<file path="config.mk">
export PLATFORM = sky130hd
export DESIGN_NAME = decimal_text_to_integer_core
export DESIGN_NICKNAME = d
export VERILOG_FILES = /design/src/rtl/dtti_pkg.sv /design/src/rtl/decimal_text_to_integer_core.sv
export SDC_FILE = /design/constraint.sdc
export NUM_CORES = 1
export LEC_CHECK = 0
export ABC_CLOCK_PERIOD_IN_PS = 15300
export BUFFER_PORTS_ARGS = -buffer_cell sky130_fd_sc_hd__buf_2
export CAP_MARGIN = 10
export CORE_ASPECT_RATIO = 1.25
export CORE_MARGIN = 1.5
export CORE_UTILIZATION = 40
export CTS_CLUSTER_SIZE = 12
export DETAILED_ROUTE_END_ITERATION = 10
export MAX_ROUTING_LAYER = met4
export PLACE_DENSITY_LB_ADDON = 0.25
export SLEW_MARGIN = 20
export SYNTH_ARGS = -nofsm -noshare
export SYNTH_HDL_FRONTEND = slang
export SYNTH_SLANG_ARGS = --single-unit
export TNS_END_PERCENT = 50
</file>
<file path="constraint.sdc">
create_clock -name clk -period 15.3 [get_ports clk]
set_clock_uncertainty 0.1 [all_clocks]
set_input_delay 0 -clock clk [delete_from_list [all_inputs] [get_ports clk]]
set_output_delay 0 -clock clk [all_outputs]
set_load 0.02 [all_outputs]
</file>
<file path="src/rtl/dtti_pkg.sv">
`timescale 1ns / 1ps
`default_nettype none
// ----------------------------------------------------------------------------
// Decimal text to integer package
// Parse phases, status codes, character constants and small helper
// functions shared by the decimal text to integer converter.
// ----------------------------------------------------------------------------
package dtti_pkg;

    typedef enum logic [2:0] {
        PH_LEAD  = 3'd0,
        PH_SIGN  = 3'd1,
        PH_DIGIT = 3'd2,
        PH_TRAIL = 3'd3,
        PH_SKIP  = 3'd4
    } phase_t;

    typedef enum logic [1:0] {
        ST_OK        = 2'd0,
        ST_OVERFLOW  = 2'd1,
        ST_UNDERFLOW = 2'd2,
        ST_SYNTAX    = 2'd3
    } status_t;

    localparam logic [7:0] CH_NUL   = 8'h00;
    localparam logic [7:0] CH_ZERO  = 8'h30;
    localparam logic [7:0] CH_NINE  = 8'h39;
    localparam logic [7:0] CH_MINUS = 8'h2D;
    localparam logic [7:0] CH_PLUS  = 8'h2B;
    localparam logic [7:0] CH_SPACE = 8'h20;
    localparam logic [7:0] CH_TAB   = 8'h09;
    localparam logic [7:0] CH_CR    = 8'h0D;

    // Largest magnitude that can still take a digit: floor((2^63 - 1) / 10).
    localparam logic [63:0] MAG_LIMIT_DIV = 64'd922337203685477580;
    localparam logic [3:0]  MAG_LIMIT_MOD = 4'd7;

    function automatic logic is_ws(input logic [7:0] c);
        is_ws = (c == CH_SPACE) || ((c >= CH_TAB) && (c <= CH_CR));
    endfunction

    function automatic logic is_dig(input logic [7:0] c);
        is_dig = (c >= CH_ZERO) && (c <= CH_NINE);
    endfunction

    // True when appending digit d would leave the signed 64-bit range.
    // A negative number may reach a magnitude one larger.
    function automatic logic digit_ovf(
        input logic [63:0] mag,
        input logic [3:0]  d,
        input logic        neg
    );
        logic [3:0] lim;
        lim = MAG_LIMIT_MOD + {3'b000, neg};
        digit_ovf = (mag > MAG_LIMIT_DIV) || ((mag == MAG_LIMIT_DIV) && (d > lim));
    endfunction

endpackage : dtti_pkg
`default_nettype wire

</file>
<file path="src/rtl/decimal_text_to_integer_core.sv">
`timescale 1ns / 1ps
`default_nettype none
// ----------------------------------------------------------------------------
// Decimal text to integer core
// Parses a NUL-terminated decimal string, one character per item, into a
// signed 64-bit or range-checked 32-bit integer with a status code.
// ----------------------------------------------------------------------------
// Usage:
// Characters enter on the in_valid / in_ready channel, one item per cycle
// while in_ready is high. The accepted string has the form spaces, optional
// sign, spaces, digits, spaces (no digits give zero); a NUL character closes
// it. Only the NUL produces an item on the out_valid / out_ready channel,
// carrying value and status (0 ok, 1 overflow, 2 underflow, 3 syntax error).
// value is zero unless status is ok. An accepted character is registered in
// the input stage and processed by the parse logic; for a NUL the result
// goes into the output register.
// Throughput is one character per cycle while in_ready is high, limited by
// the combinational magnitude update (multiply by ten, add, limit compare).
// When the receiver stalls, the result waits in the output register; the
// input stage keeps taking non-NUL characters, and a NUL waits in the input
// stage until the output register is free, which then holds off in_ready.
// Reset clears the parse state, the output valid and narrow_mode (64-bit mode).
// The user writes narrow_mode (cfg_we, cfg_wdata) only while idle; not enforced.
// ----------------------------------------------------------------------------
module decimal_text_to_integer_core
    import dtti_pkg::*;
(
    input  wire logic               clk,
    input  wire logic               rst_n,
    input  wire logic               cfg_we,
    input  wire logic               cfg_wdata,
    input  wire logic               in_valid,
    output logic                    in_ready,
    input  wire logic [7:0]         ch,
    output logic                    out_valid,
    input  wire logic               out_ready,
    output logic signed [63:0]      value,
    output logic [1:0]              status
);

    // Input stage.
    logic        in_valid_reg;
    logic        in_valid_next;
    logic [7:0]  ch_reg;

    // Parse state.
    phase_t      phase_reg;
    phase_t      phase_next;
    logic        neg_reg;
    logic        neg_next;
    logic [63:0] mag_reg;
    logic [63:0] mag_next;
    status_t     err_reg;
    status_t     err_next;

    // Configuration.
    logic        narrow_mode_reg;

    // Output register.
    logic        out_valid_reg;
    logic        out_valid_next;
    logic [63:0] value_reg;
    logic [63:0] value_next;
    status_t     status_reg;
    status_t     status_next;

    logic        is_nul;
    logic        advance;

    assign is_nul = (ch_reg == CH_NUL);

    // The input stage moves on whenever it holds a character; a NUL also
    // needs the output register to be free or draining this cycle.
    assign advance  = in_valid_reg && (!is_nul || !out_valid_reg || out_ready);
    assign in_ready = !in_valid_reg || advance;

    assign out_valid = out_valid_reg;
    assign value     = value_reg;
    assign status    = status_reg;

    always_comb
    begin
        in_valid_next = in_valid_reg;
        if (in_ready)
        begin
            in_valid_next = in_valid;
        end
    end

    // Parse step and result formation.
    always_comb
    begin
        logic [3:0]  d;
        logic [63:0] mag10;
        logic [63:0] v;
        logic        bad;

        d     = ch_reg[3:0] - CH_ZERO[3:0];
        mag10 = (mag_reg << 3) + (mag_reg << 1) + {60'd0, d};
        v     = neg_reg ? (64'd0 - mag_reg) : mag_reg;
        // A 32-bit value needs bits 63..31 all equal.
        bad   = !((&v[63:31]) || !(|v[63:31]));

        phase_next     = phase_reg;
        neg_next       = neg_reg;
        mag_next       = mag_reg;
        err_next       = err_reg;
        out_valid_next = out_valid_reg && !out_ready;
        value_next     = value_reg;
        status_next    = status_reg;

        if (advance)
        begin
            if (is_nul)
            begin
                out_valid_next = 1'b1;
                if (err_reg != ST_OK)
                begin
                    value_next  = 64'd0;
                    status_next = err_reg;
                end
                else if (narrow_mode_reg && bad)
                begin
                    value_next  = 64'd0;
                    status_next = v[63] ? ST_UNDERFLOW : ST_OVERFLOW;
                end
                else
                begin
                    value_next  = v;
                    status_next = ST_OK;
                end
                phase_next = PH_LEAD;
                neg_next   = 1'b0;
                mag_next   = 64'd0;
                err_next   = ST_OK;
            end
            else
            begin
                unique case (phase_reg)
                    PH_LEAD, PH_SIGN, PH_DIGIT:
                    begin
                        if (is_dig(ch_reg))
                        begin
                            if (digit_ovf(mag_reg, d, neg_reg))
                            begin
                                err_next   = neg_reg ? ST_UNDERFLOW : ST_OVERFLOW;
                                phase_next = PH_SKIP;
                            end
                            else
                            begin
                                mag_next   = mag10;
                                phase_next = PH_DIGIT;
                            end
                        end
                        else if (is_ws(ch_reg))
                        begin
                            if (phase_reg == PH_DIGIT)
                            begin
                                phase_next = PH_TRAIL;
                            end
                        end
                        else if ((phase_reg == PH_LEAD) && (ch_reg == CH_MINUS))
                        begin
                            neg_next   = 1'b1;
                            phase_next = PH_SIGN;
                        end
                        else if ((phase_reg == PH_LEAD) && (ch_reg == CH_PLUS))
                        begin
                            phase_next = PH_SIGN;
                        end
                        else
                        begin
                            err_next   = ST_SYNTAX;
                            phase_next = PH_SKIP;
                        end
                    end
                    PH_TRAIL:
                    begin
                        if (!is_ws(ch_reg))
                        begin
                            err_next   = ST_SYNTAX;
                            phase_next = PH_SKIP;
                        end
                    end
                    default:
                    begin
                        // Skip phase and unused codes wait for the NUL.
                    end
                endcase
            end
        end
    end

    always_ff @(posedge clk or negedge rst_n)
    begin
        if (!rst_n)
        begin
            in_valid_reg    <= 1'b0;
            phase_reg       <= PH_LEAD;
            neg_reg         <= 1'b0;
            mag_reg         <= 64'd0;
            err_reg         <= ST_OK;
            narrow_mode_reg <= 1'b0;
            out_valid_reg   <= 1'b0;
        end
        else
        begin
            in_valid_reg  <= in_valid_next;
            phase_reg     <= phase_next;
            neg_reg       <= neg_next;
            mag_reg       <= mag_next;
            err_reg       <= err_next;
            out_valid_reg <= out_valid_next;
            if (cfg_we)
            begin
                narrow_mode_reg <= cfg_wdata;
            end
        end
    end

    // Payload registers carry no reset.
    always_ff @(posedge clk)
    begin
        if (in_ready && in_valid)
        begin
            ch_reg <= ch;
        end
        value_reg  <= value_next;
        status_reg <= status_next;
    end

endmodule : decimal_text_to_integer_core
`default_nettype wire
</file>
-- Word level (Yosys, flattened, before mapping)
Cells that the tools add are included.
- input bits: 14
- flip-flop bits (word level): 147
- word-level logic and storage cells: 106
- equality and inequality tests: 16
- $add $sub $neg: 4
- reduce and logical (&&, ||, !) cells: 37
- mux-type cells: 33
- magnitude comparators: 6
- operators with widths (cell ; number):
    $mux 64 ; 5
    $add 64x4->64 ; 1
    $add 64x64->64 ; 1
    $eq 64x60->1 const B ; 1
    $gt 64x60->1 const B ; 1
    $sub 1x64->64 const A ; 1
    $reduce_and 33->1 ; 1
    $reduce_or 33->1 ; 1
    $eq 8x6->1 const B ; 3
    $mux 3 ; 8
    $mux 2 ; 11
    $ne 4x4->1 const B ; 4
    $logic_and 1x1->1 ; 9
    $ge 8x4->1 const B ; 1
    $ge 8x6->1 const B ; 1
    $le 8x4->1 const B ; 1
    $le 8x6->1 const B ; 1
    $logic_not 8->1 ; 1
    $reduce_and 4->1 ; 2
    $reduce_bool 2->1 ; 4
    $mux 1 ; 7
    $reduce_and 7->1 ; 1
    $eq 3x2->1 const B ; 2
    $logic_not 1->1 ; 6
    15 further kinds ; 22

-- Longest topological paths before layout
Gate-level depths: netlist of run 1.
- depth in word-level cells: 9
- mapped depth: 16

-- Worst setup path after synthesis of run 1
Ideal clock, no wire load.
- kind: flip-flop to flip-flop
- from: register ch_reg[1]
- to: register status_reg[0], in the netlist status[0], enable pin
- cell stages (with the launch flop): 8
- required time: 14.710 ns
- setup slack: 10.497 ns
- data arrival time: 4.213 ns
- cell sequence: edfxtp_1 clkbuf_1 nor4_1 nand2_1 nor2_1 clkbuf_1 nand2_1 nor2_1
- longest elaborated chain between the ends: 6
- RTL lines (element ; RTL line ; text):
    start: declaration ; decimal_text_to_integer_core.sv:44 ; logic [7:0] ch_reg;
    start signal: assignment ; decimal_text_to_integer_core.sv:226 ; ch_reg <= ch;
    $logic_not 8->1 * ; decimal_text_to_integer_core.sv:70 ; assign is_nul = (ch_reg == CH_NUL);
    $logic_not 1->1 ; decimal_text_to_integer_core.sv:74 ; assign advance = in_valid_reg && (!is_nul || !out_valid_reg || out_ready);
    $logic_or 1x1->1 (2 in series) ; decimal_text_to_integer_core.sv:74 ;
    $logic_and 1x1->1 ; decimal_text_to_integer_core.sv:74 ;
    $reduce_and 2->1 (no line) * ; - ;
    end signal: assignment ; decimal_text_to_integer_core.sv:229 ; status_reg <= status_next;
    end: declaration ; decimal_text_to_integer_core.sv:64 ; status_t status_reg;
Mark *: on every way between the ends. The rest lies on a longest branch, timed or not.
A chain may end at the register's enable or synchronous reset.

-- Worst setup path after layout of run 1
- from: register mag_reg[26]
- to: register value_reg[8], in the netlist value[8] (data pin)
- longest elaborated chain between the ends: 8
- elaborated cells between the ends (all ways): 9
- those cells by class: 1 x add/sub; 1 x mux; 7 x reduce/logical
- RTL lines (element ; RTL line ; text):
    start: declaration ; decimal_text_to_integer_core.sv:51 ; logic [63:0] mag_reg;
    start signal: assignment ; decimal_text_to_integer_core.sv:211 ; mag_reg <= mag_next;
    $sub 1x64->64 * ; decimal_text_to_integer_core.sv:100 ; v = neg_reg ? (64'd0 - mag_reg) : mag_reg;
    $mux 64 * ; decimal_text_to_integer_core.sv:100 ;
    $reduce_or 33->1 ; decimal_text_to_integer_core.sv:102 ; bad = !((&v[63:31]) || !(|v[63:31]));
    $logic_not 1->1 ; decimal_text_to_integer_core.sv:102 ;
    $logic_or 1x1->1 * ; decimal_text_to_integer_core.sv:102 ;
    $logic_not 1->1 * ; decimal_text_to_integer_core.sv:102 ;
    $logic_and 1x1->1 * ; decimal_text_to_integer_core.sv:122 ; else if (narrow_mode_reg && bad)
    $reduce_or 2->1 (no line) * ; - ;
    end signal: assignment ; decimal_text_to_integer_core.sv:228 ; value_reg <= value_next;
    end: declaration ; decimal_text_to_integer_core.sv:62 ; logic [63:0] value_reg;
Marked as above.

==> results_dict.tcl, run 1 <==
set metrics [dict create \
    worst_pin_slew_ns 1.07 \
    drt_wl_total_microns 34600 \
    core_area_sq_um 30100 \
    cp.arrival_ns 5.32 \
    p_leak_nw 6.74 \
    hpwl_microns 26100 \
    p_sw_frac 0.422 \
    grt_max_degree 74 \
    status "completed" \
    finalCritPeriodShare 0.335 \
    hp-start "ch[6]" \
    slowest_delay_ns 0.62 \
    die_h_microns 199 \
    worstHoldPathCells 2 \
    syn_to_final_growth_pct 11.2 \
    setup_viol 0 \
    crit_fanout 61 \
    r2r_cells 11 \
    r2r_start "mag_reg[26]" \
    syn_nets 1487 \
    synth_top_family_by_area "compound AO/OA/AOI/OAI gates" \
    holdBufCountCts 15 \
    synth_seq_cells 147 \
    antenna_found_initial 0 \
    fin_setup_tns_ns 0 \
    cp.required_ns 15.50 \
    fmax_ghz 0.195 \
    critPathKind "reg2reg" \
    synth-adder-area-share 0.133 \
    nNetsFinal 1529 \
    synthCells 1344 \
    startpoint_type "flip-flop" \
    io_pins 82 \
    globalRouteOverflowTotal 0 \
    clk_pin_slew_ns 0.07 \
    tritoncts "done" \
    worst-path-buf-inv 1 \
    synthSimpleGateAreaFrac 0.192 \
    vias 10600 \
    final_common_cell "ha_1" \
    port-buffer-count 81 \
    ys_seq_area_frac 0.330 \
    maxCapViolations 0 \
    p_per_area_nw_per_um2 122 \
    avgSynthCellArea_sq_um 9.13 \
    die_area_sq_um 31800 \
    ys_warn_count 0 \
    timing.final.max_slew_violations 0 \
    power.share.clock 0.260 \
    cts_setup_buffers 0 \
    slew_headroom 0.276 \
    synth_compound_area_frac 0.214 \
    seq_power_share 0.284 \
    numCtsBuffers 17 \
    r2r-end "value[8]" \
    p_sw_mw 0.705 \
    grtUsageTotal 0.228 \
    cts_resized 0 \
    clk-insertion-delay-late_ns 0.45 \
    hold_viol_final 0 \
    drtAntennaViolNets 0 \
    cts_max_level 4 \
    route.detailed.drc 0 \
    r2r_slack_ns 10.18 \
    gp_congestion 0.910 \
    grt_first_pass_wirelength_microns 55400 \
    cts.sinks 147 \
    crit_chain "nor3_1 -> nand4_1 -> or4_1 -> o41ai_1 -> xor2_1 -> or4_1 -> or4_1 -> o41a_1 -> o31a_2 -> buf_4 -> nor2_1" \
    crit_start "mag_reg[26]" \
    p_comb_frac 0.456 \
    rsz0062_at_grt "no" \
    worst_ir_drop_vdd_mv 0.0629 \
    p_int_mw 0.966 \
    finalCriticalPeriod_ns 5.12 \
    critPathTopFamily "simple AND/OR/NAND/NOR gates" \
    viasPerCell 5.88 \
    critPathCaptureType "flip-flop" \
    rows 71 \
    cp_common_cell "or4_1" \
    initial_core_util 0.408 \
    drive_gt1_frac 0.119 \
    diodes 0 \
    ys_async_sr_fraction 0.497 \
    netlist_area_sq_um 12300 \
    yosysUniqueCellTypes 76 \
    mostFrequentLayoutCells "ha_1, nor2_1, nand2_1, xor2_1, buf_2" \
    power_mw 1.67 \
    die_x_microns 160 \
    synthMuxAreaShare 0.00336 \
    min_to "ch_reg[6]" \
    synth-main-ff-cell "edfxtp_1" \
    cts_buffer_depth 2 \
    first_pass_iters 5 \
    synth_xor_area_frac 0.0898 \
    clockRootBuffer "clkbuf_16" \
    routedWlPerCell_microns 19.2 \
    grt_pass1_vias 10100 \
    slowest_stage "nor3_1" \
    synth_edf_count 74 \
    hold_class "in2reg" \
    drt_iter0_drc 718 \
]
-- cell families after synthesis --
logic type      after synthesis
mux                           4
simple gates                459
fa+ha+maj                   129
compound gates              374
xor+xnor                    125
buf+inv                     106
flops                       147
-- synth_stat cells (8+ instances only) --
cell type  count  share of area
or2_2         17         0.0087
nand2b_1       9         0.0046
a22o_1        58          0.041
xnor2_1       40          0.029
buf_6          8         0.0073
nor4_1        20          0.010
edfxtp_1      74           0.18
nor3_1        30          0.012
or3_1         12         0.0061
nor2_2        10         0.0051
nand3_1       30          0.012
o211ai_1       8         0.0049
a31oi_1       14         0.0071
dfrtp_1       73           0.15
o31ai_1       27          0.017
nand4_1       38          0.019
a21oi_1       75          0.031
a21o_1        43          0.026
nand2_1      102          0.031
o21bai_1      10         0.0061
or4_1         18          0.011
nor2b_1       17         0.0087
xor2_1        84          0.060
o21ai_0       57          0.023
o21a_1        16         0.0098
inv_1         25         0.0076
ha_1         127           0.13
and3_1        10         0.0051
o41ai_1       11         0.0078
nor2_1       114          0.035
clkbuf_1      66          0.020
-- layer usage --
layer,vias to the layer above,share of wire,global-route usage
li1,5169,-,-
met1,5132,0.46,0.287
met2,235,0.48,0.376
met3,55,0.034,0.0277
met4,0,0.027,0.0842
met5,-,0,-
-- per-stage QoR --
stage	hold WS, ns	utilization	cell area, sq um	std cells	setup WS (ns)
after floorplan	-0.396	-	12300	1344	10.50
after global placement	-0.143	0.428	12900	1753	10.32
after detailed placement	-0.144	0.428	12900	1753	10.23
after CTS	0.142	0.453	13600	1800	10.22
after global routing	0.148	0.453	13600	1800	9.88
final	0.153	0.453	13600	1800	10.18
-- power groups by stage --
stage | logic, mW | registers [mW] | clock network (mW)
2_1_floorplan | 0.568 | 0.469 | 0
3_3_place_gp | 0.749 | 0.481 | 0
5_1_grt | 0.831 | 0.477 | 0.460
6_report | 0.762 | 0.475 | 0.435
4_1_cts | 0.756 | 0.474 | 0.443
3_5_place_dp | 0.748 | 0.482 | 0
-- how the worst max path moves through the flow --
stage                end  cells past startpoint
6_report        value[8]                     11
3_3_place_gp    value[2]                     11
5_1_grt        value[35]                     11
2_1_floorplan  status[0]                      7
3_5_place_dp    value[2]                     11
4_1_cts        value[35]                     11
-- cell type report --
class	instances	area [sq um]
multi-input combinational	1091	7780
fill	2919	16500
clock inverter	15	170
tap	401	502
sequential	147	4050
inverter	26	97.6
clock buffer	17	425
timing repair buffer	103	621
Note: power is estimated with default switching activity, not from simulation.
==> run 2, diff against run 1 <==
Settings changed: ABC_CLOCK_PERIOD_IN_PS 15300 to 5200.
Clock period 15.3 ns to 5.2 ns, I/O delays scaled along.
==> results_dict.tcl, run 2 (synthesized netlist as in run 1, its figures left out) <==
set metrics [dict create \
    antenna_found_initial 0 \
    globalRouteOverflowTotal 0 \
    worst_pin_slew_ns 1.17 \
    final_common_cell "ha_1" \
    maxCapViolations 0 \
    worst_ir_drop_vdd_mv 0.196 \
    gp_congestion 0.910 \
    drt_iter0_drc 844 \
    core_area_sq_um 30100 \
    tritoncts "done" \
    rows 71 \
    port-buffer-count 81 \
    hpwl_microns 27500 \
    viasPerCell 5.91 \
    drive_gt1_frac 0.133 \
    status "completed" \
    grt_max_degree 67 \
    numCtsBuffers 17 \
    clk-insertion-delay-late_ns 0.44 \
    route.detailed.drc 0 \
    startpoint_type "flip-flop" \
    setup_viol 0 \
    crit_fanout 62 \
    clk_pin_slew_ns 0.06 \
    vias 10800 \
    initial_core_util 0.408 \
    timing.final.max_slew_violations 0 \
    syn_to_final_growth_pct 12.6 \
    power_mw 4.97 \
    die_area_sq_um 31800 \
    cts_max_level 4 \
    critPathCaptureType "flip-flop" \
    critPathKind "reg2reg" \
    rsz0062_at_grt "no" \
    hold_viol_final 0 \
    cts_buffer_depth 2 \
    slew_headroom 0.208 \
    grtUsageTotal 0.239 \
    fin_setup_tns_ns 0 \
    finalCriticalPeriod_ns 4.71 \
    p_leak_nw 6.87 \
    cts_resized 0 \
    die_x_microns 160 \
    cp.arrival_ns 4.90 \
    fillers 2913 \
    fmax_ghz 0.212 \
    mostFrequentLayoutCells "ha_1, nor2_1, nand2_1, xor2_1, buf_2" \
    cp.required_ns 5.39 \
    nNetsFinal 1554 \
    p_per_area_nw_per_um2 359 \
    drt_wl_total_microns 36100 \
    io_pins 82 \
    hold_class "in2reg" \
    clockRootBuffer "clkbuf_16" \
    die_h_microns 199 \
    first_pass_iters 5 \
    drtAntennaViolNets 0 \
    grt_first_pass_wirelength_microns 57700 \
    finalCritPeriodShare 0.906 \
    cts.sinks 147 \
    routedWlPerCell_microns 19.8 \
    grt_pass1_vias 10500 \
]
[run 2: cell types whose count changed in the layout (fill, tap and decap cells not counted), sizes merged]
cell    change
buf        +25
diode       +1
inv         -3
clkinv      +2
clkbuf      +1
[run 2: worst max-delay path, stage by stage, from the launching register on]
cell and delay (ns):
dfrtp_1 0.43, inv_1 0.15, ha_1 0.21, or3b_2 0.52
nor4_1 0.29, nand3_1 0.38, o31ai_1 0.39, xor2_1 0.15
or4_1 0.54, or4_1 0.43, o41a_1 0.41, o31a_2 0.15
buf_12 0.21, nor2_1 0.16
[run 2: worst paths after layout]
path                              startpoint           end  slack, ns  depth (start not counted)
worst max-delay path              mag_reg[0]      value[6]       0.49                         13
worst min-delay path                   ch[3]     ch_reg[3]       0.16                          2
worst max register to register    mag_reg[0]      value[6]       0.49                         13
worst min register to register  phase_reg[0]  phase_reg[0]       0.45                          2
max in group asynchronous              rst_n   mag_reg[59]       3.79                          4
min in group asynchronous              rst_n       neg_reg       0.51                          4
[run 2: power by group]
part	switching, mW	internal [mW]
Combinational	1.44	0.882
Clock	0.541	0.712
Sequential	0.0891	1.30
[run 2: metal layers]
metal,up-vias,routed length (microns),track usage
met1,5265,16500,0.302
met2,271,17200,0.397
met3,61,1430,0.0261
li1,5202,-,-
met5,-,0,-
met4,0,975,0.0835
[run 2: area by class of cell]
class                   instances  area [sq um]  area share
inverters                      26          97.6     0.00706
clock inverters                14           151      0.0110
repair buffers                128           821      0.0594
flip-flops and latches        147          4050       0.293
well taps                     401           502      0.0363
multi-input cells            1091          7770       0.562
diodes                          1          2.50    0.000181
clock buffers                  18           429      0.0310
[run 2: metrics by stage]
stage | std cells | setup slack (ns) | area (sq um) | util | hold WS, ns
after global routing | 1825 | 0.144 | 13800 | 0.459 | 0.157
final | 1826 | 0.487 | 13800 | 0.459 | 0.165
after detailed placement | 1778 | 0.528 | 13100 | 0.434 | -0.139
after floorplan | 1344 | 0.397 | 12300 | - | -0.396
after CTS | 1825 | 0.511 | 13800 | 0.459 | 0.156
after global placement | 1778 | 0.641 | 13100 | 0.434 | -0.145
[run 2: what timing repair did]
action                    CTS  global route
setup buffers               0             0
hold endpoints to repair   46             0
hold buffers               15             0
